`src/design/wcsr_div.sv`:
```
// Pipelined restoring divider, one quotient bit per stage.
// Depends on nothing; widths come from parameters.
module wcsr_div #(
  parameter int NW = 36,
  parameter int DW = 18,
  parameter int QB = 17
) (
  input  logic          clk,
  input  logic          en,
  input  logic [NW-1:0] num,
  input  logic [DW-1:0] den,
  output logic [QB-1:0] quo
);

  logic [NW-1:0] rem_r [QB];
  logic [DW-1:0] den_r [QB];
  logic [QB-1:0] quo_r [QB];

  for (genvar s = 0; s < QB; s++) begin : g_stage
    logic [NW-1:0]    rem_in;
    logic [DW-1:0]    den_in;
    logic [QB-1:0]    quo_in;
    logic [NW+DW-1:0] trial;
    logic             ge;

    if (s == 0) begin : g_first
      assign rem_in = num;
      assign den_in = den;
      assign quo_in = '0;
    end else begin : g_next
      assign rem_in = rem_r[s-1];
      assign den_in = den_r[s-1];
      assign quo_in = quo_r[s-1];
    end

    assign trial = {{NW{1'b0}}, den_in} << (QB - 1 - s);
    assign ge    = {{DW{1'b0}}, rem_in} >= trial;

    always_ff @(posedge clk) begin
      if (en) begin
        rem_r[s] <= ge ? NW'({{DW{1'b0}}, rem_in} - trial) : rem_in;
        den_r[s] <= den_in;
        quo_r[s] <= quo_in | (QB'(ge) << (QB - 1 - s));
      end
    end
  end

  assign quo = quo_r[QB-1];

endmodule

```
`config.mk`:
```
export PLATFORM = sky130hd
export DESIGN_NAME = wcsr_div
export DESIGN_NICKNAME = d
export VERILOG_FILES = /design/src/design/wcsr_div.sv
export SDC_FILE = /design/constraint.sdc
export NUM_CORES = 2
export LEC_CHECK = 0
export ABC_AREA = 0
export ABC_CLOCK_PERIOD_IN_PS = 3800
export CAP_MARGIN = 10
export CORE_UTILIZATION = 45
export CTS_CLUSTER_DIAMETER = 30
export CTS_CLUSTER_SIZE = 20
export DETAILED_ROUTE_END_ITERATION = 8
export DONT_BUFFER_PORTS = 1
export PLACE_DENSITY = 0.63
export SKIP_LAST_GASP = 1
export SYNTH_ARGS = -nofsm -noshare
export SYNTH_HDL_FRONTEND = slang
export SYNTH_SLANG_ARGS = --single-unit
```
`constraint.sdc`:
```
create_clock -name clk -period 3.8 [get_ports clk]
set_clock_uncertainty 0.15 [all_clocks]
set_input_delay 0.76 -clock clk [delete_from_list [all_inputs] [get_ports clk]]
set_output_delay 0.76 -clock clk [all_outputs]
set_load 0.05 [all_outputs]
```
Word-level counts from Yosys, hierarchy flattened
Memory sizes are Yosys's and may differ from the RTL's.
Cells that the tools add are included.
{ "word_totals": {"latch_bits": 0, "register_bits": 0, "wordCells": 72, "ramBits": 1207, "mem_bits_ro": 0, "mem_count": 3} }
{ "op_classes": {"n_div": 0, "multipliers": 0, "shifts": 0, "mux": 19, "n_addsub": 17, "magnitude_cmp": 17, "bitwise_logic": 16, "n_eq_ne": 0, "reduce_logical": 0} }
{ "mem_list": {"columns": ["memory", "words", "width", "read_ports", "rd_clocked_by_memory_dff", "write_ports", "line", "rtl"], "rows": [
  ["rem_r", 17, 36, 16, 0, 17, "15", "logic [NW-1:0] rem_r [QB];"],
  ["den_r", 17, 18, 16, 0, 17, "16", "logic [DW-1:0] den_r [QB];"],
  ["quo_r", 17, 17, 17, 0, 17, "17", "logic [QB-1:0] quo_r [QB];"]
]} }
{ "op_table": {"columns": ["op", "count"], "rows": [
  ["$mux W36", 17],
  ["$ge A36 B18 Y1", 1],
  ["$ge A36 B19 Y1", 1],
  ["$ge A36 B20 Y1", 1],
  ["$ge A36 B21 Y1", 1],
  ["$ge A36 B22 Y1", 1],
  ["$ge A36 B23 Y1", 1],
  ["$ge A36 B24 Y1", 1],
  ["$ge A36 B25 Y1", 1],
  ["$ge A36 B26 Y1", 1],
  ["$ge A36 B27 Y1", 1],
  ["$ge A36 B28 Y1", 1],
  ["$ge A36 B29 Y1", 1],
  ["$ge A36 B30 Y1", 1],
  ["$ge A36 B31 Y1", 1],
  ["$ge A36 B32 Y1", 1],
  ["$ge A36 B33 Y1", 1],
  ["$ge A36 B34 Y1", 1],
  ["$sub A36 B18 Y36", 1],
  ["$sub A36 B19 Y36", 1],
  ["$sub A36 B20 Y36", 1],
  ["$sub A36 B21 Y36", 1],
  ["$sub A36 B22 Y36", 1],
  ["$sub A36 B23 Y36", 1],
  ["other kinds (28)", 29]
]} }

Longest topological paths before layout
An unclocked memory read counts as a cell.
{ "logic_depth": {"word_depth": 3, "ltp_mapped": 15, "depth_no_buf": 13} }

Worst setup path after synthesis
No wires, ideal clock.
{ "synth_path": {"path_type": "input port to flip-flop", "start": "input num[16]", "end": "memory rem_r[0][22] (data pin)", "n_path_buf": 2, "cell_stages": 12, "arrival_time_ps": 3189, "setup_slack_ps": 191, "t_required_ps": 3380, "cell_sequence": "inv_1 > ha_1 > fa_1 > nor2b_1 > o2111ai_1 > a31oi_1 > o2111ai_1 > and4_1 > o21ai_1 > clkbuf_1 > buf_1 > a21oi_1"} }
{ "synth_lines": {"columns": ["item", "line", "rtl"], "rows": [
  ["from (decl)", "10", "input logic [NW-1:0] num,"],
  ["to (decl)", "15", null]
]} }

==> impl_metrics.tcl <==
set metrics [dict create \
    start_util_pct 45.3 \
    power_density_mw_per_mm2 780 \
    netlist_instances 4413 \
    end_kind "register" \
    syn_nets 4791 \
    slew_violations 0 \
    timing.fmax_ghz 0.274 \
    cpLargestDelayFamily "compound AO/OA/AOI/OAI gates" \
    die_h_um 344 \
    critPathLaunchType "register" \
    fin_util_pct 54.6 \
    worstHoldStart "num[26]" \
    layoutNonFillerInstCount 6432 \
    ys_ff_latch 1017 \
    drc 0 \
    cts-root-buf "clkbuf_16" \
    totalWireLength_mm 109 \
    busiest_layer "met2" \
    cp.arrival_ps 4050 \
    grt_pass1_vias 35546 \
    worst-path-max-fanout 4 \
    antenna_found_initial 1 \
    dieWidth_um 344 \
    clock_sinks 1017 \
    drv_cap 0 \
    via_per_inst 5.37 \
    cts_tree "yes" \
    core-area_mm2 0.116 \
    nets 5087 \
    gr-total-overflow 0 \
    drive_above_1_share_pct 11.7 \
    cts.path.max_buffers 3 \
    dpl.cell_count 5958 \
    syn_area_mm2 0.0526 \
    grt_pass1_wl_mm 175 \
    status "finished clean" \
    area_growth_pct 20.6 \
    use_met3_pct 3.67 \
    clkTransAtPathRegs_ps 50 \
    finalCriticalPeriod_ps 3640 \
    std_cell_rows 125 \
    setup-tns-final_ps 0 \
    hp-class "in -> reg" \
    r2r-start "rem_r[0][365]" \
    hold_viol_final 0 \
    critPathKind "reg -> reg" \
    num_vias 34512 \
    met2_usage_pct 36.9 \
    use_met1_pct 17.5 \
    synth_cell_types 80 \
    worstMarginPinSlew_ps 1390 \
    path_cells "inv_1 -> ha_1 -> inv_1 -> fa_1 -> a211oi_2 -> o21ai_1 -> o2111ai_1 -> buf_4 -> a21oi_1 -> o31ai_1 -> buf_4 -> a21oi_1 -> or4b_2 -> xnor2_1" \
    yosysSeqAreaShare_pct 58.1 \
    crit_start "rem_r[0][365]" \
    finalCritPeriodShare_pct 95.9 \
    worst-path-buf-inv 4 \
    wl_per_cell_um 17.0 \
    worst_skew_pair.late_latency_ps 810 \
    setup_violations 0 \
    cp_slowest_cell "or4b_2" \
    synthArstFlopShare_pct 0 \
    synth-edff-count 1017 \
    power.leakage_uw 0.0247 \
    dpl.hpwl_mm 78.4 \
    worstPathRequired_ps 4200 \
    irDropWorstVdd_mv 0.549 \
    htreeDepth 4 \
    ys.flop_type "edfxtp_1" \
    grt_use_total_pct 18.7 \
    antenna_left 0 \
    synth_area_per_cell_um2 11.9 \
    io_buffers 0 \
    yosys_warnings 0 \
    max-slew-margin-rel_pct 7.65 \
    cts_buffers 230 \
    drtIter0Drc 1633 \
    place.gp.congestion 0.888 \
    io_pins 73 \
    grt_max_degree 254 \
    dieArea_mm2 0.118 \
    max_stage_delay_ps 630 \
    first_pass_iters 6 \
]
-- cells in the final DEF (no fill, tap or decap), types with 17 or more instances in the layout --
cell type / netlist / layout
xnor2_1: 187 / 187
a211oi_1: 32 / 28
and2_1: 17 / 17
and3_1: 28 / 28
inv_1: 404 / 404
nand4_1: 54 / 54
a31oi_1: 39 / 36
a21oi_1: 281 / 281
nand2b_1: 49 / 49
clkinv_2: 0 / 45
a21o_1: 112 / 112
nor3_1: 109 / 108
or3_1: 53 / 53
xor2_1: 152 / 152
nor4_1: 75 / 73
o21ai_0: 226 / 225
ha_1: 306 / 305
clkinv_1: 1 / 36
bufinv_16: 0 / 30
mux2_2: 54 / 54
edfxtp_1: 1017 / 1017
nand2_1: 299 / 299
clkbuf_1: 54 / 30
clkinv_4: 0 / 19
o21bai_1: 35 / 35
o211ai_1: 31 / 31
clkbuf_16: 0 / 230
or4_1: 30 / 29
or2_2: 19 / 19
o31ai_1: 43 / 43
o21a_1: 57 / 57
dlygate4sd3_1: 0 / 38
nor2b_1: 47 / 47
nor2_1: 277 / 277
nand3_1: 68 / 68
buf_4: 1 / 86
clkinvlp_4: 0 / 19
-- area by class of cell --
class,instances,area [um2]
clock inverter,170,1910
tap,1524,1910
timing repair buffer,139,1360
antenna,1,2.50
inverter,407,1530
clock buffer,260,5870
multi-input combinational,2914,20300
fill,9656,52600
sequential,1017,30500
-- sequential cells by signal, indices dropped and copies added (netlist names) --
name / flops
quo_r: 153
den_r: 288
rem_r: 576
-- power breakdown --
part / total [uW] / internal, uW / switching (uW)
sequential: 16900 / 15500 / 1440
combinational: 13200 / 5870 / 7340
clock: 19300 / 13100 / 6270
total: 49500 / 34400 / 15000
-- cell usage after synthesis, drive strengths merged (10+ instances only) --
master | count | area [um2]
o31ai | 43 | 323
o211ai | 31 | 233
and2 | 18 | 113
nor4b | 14 | 123
buf | 21 | 124
o21a | 57 | 428
o31a | 12 | 105
nor3 | 109 | 546
and3 | 28 | 175
a211oi | 32 | 240
nand3 | 68 | 340
xor2 | 152 | 1330
xnor2 | 187 | 1640
nor2b | 47 | 294
fa | 16 | 320
inv | 406 | 1520
o21ai | 228 | 1140
o2111ai | 10 | 87.6
ha | 306 | 3830
or2 | 22 | 138
a21o | 112 | 841
a31oi | 39 | 244
nor2 | 277 | 1040
nor4 | 76 | 482
nor3b | 12 | 90.1
a21oi | 281 | 1410
and4 | 10 | 87.6
or4 | 31 | 236
a2111oi | 13 | 114
a21boi | 13 | 97.6
mux2 | 59 | 679
nand4b | 15 | 131
o21bai | 35 | 263
clkbuf | 54 | 203
a211o | 15 | 131
nand2b | 49 | 307
nand2 | 299 | 1120
or3 | 53 | 332
nand4 | 54 | 338
edfxtp | 1017 | 30500
-- metal layers --
metal / share of wire, % / wire (um) / vias up
li1: - / - / 17104
met1: 36 / 39100 / 16363
met2: 55 / 60500 / 736
met3: 3.9 / 4230 / 309
met4: 5.0 / 5460 / 0
met5: 0 / 0 / -
-- through the flow --
step           power [uW]  setup slack (ps)  hold WS (ps)  area (um2)
4_1_cts             49700             -1.91          2.91       63400
3_5_place_dp        30100              -790           255       55100
3_3_place_gp        29800              -766           251       55100
2_1_floorplan       26600               191           250       52600
6_report            49500               157          57.3       63400
5_1_grt             52200             -9.51          15.3       63400
-- logic make-up after synthesis --
family          count (synthesis)  share of synthesized area [%]
flops                        1017                           58.1
fa+ha+maj                     322                           7.89
compound gates                983                           11.8
mux                            66                           1.43
simple gates                 1204                           11.6
buf+inv                       482                           3.53
xor+xnor                      339                           5.65
-- timing repair --
item,4_1_cts,5_1_grt
resized for setup,3,8
setup endpoints to repair,31,17
hold buffers,39,0
hold endpoints to repair,108,0
setup buffers,2,2
pin swaps,3,4
-- worst paths after layout --
check	endpoint	slack [ps]	cells after the start
max reg2reg	rem_r[0][431]	160	14
min reg2reg	quo_r[6][14]	260	0
max	rem_r[0][431]	160	14
min	rem_r[0][26]	60	1
Power figures use the tool's default switching activity.
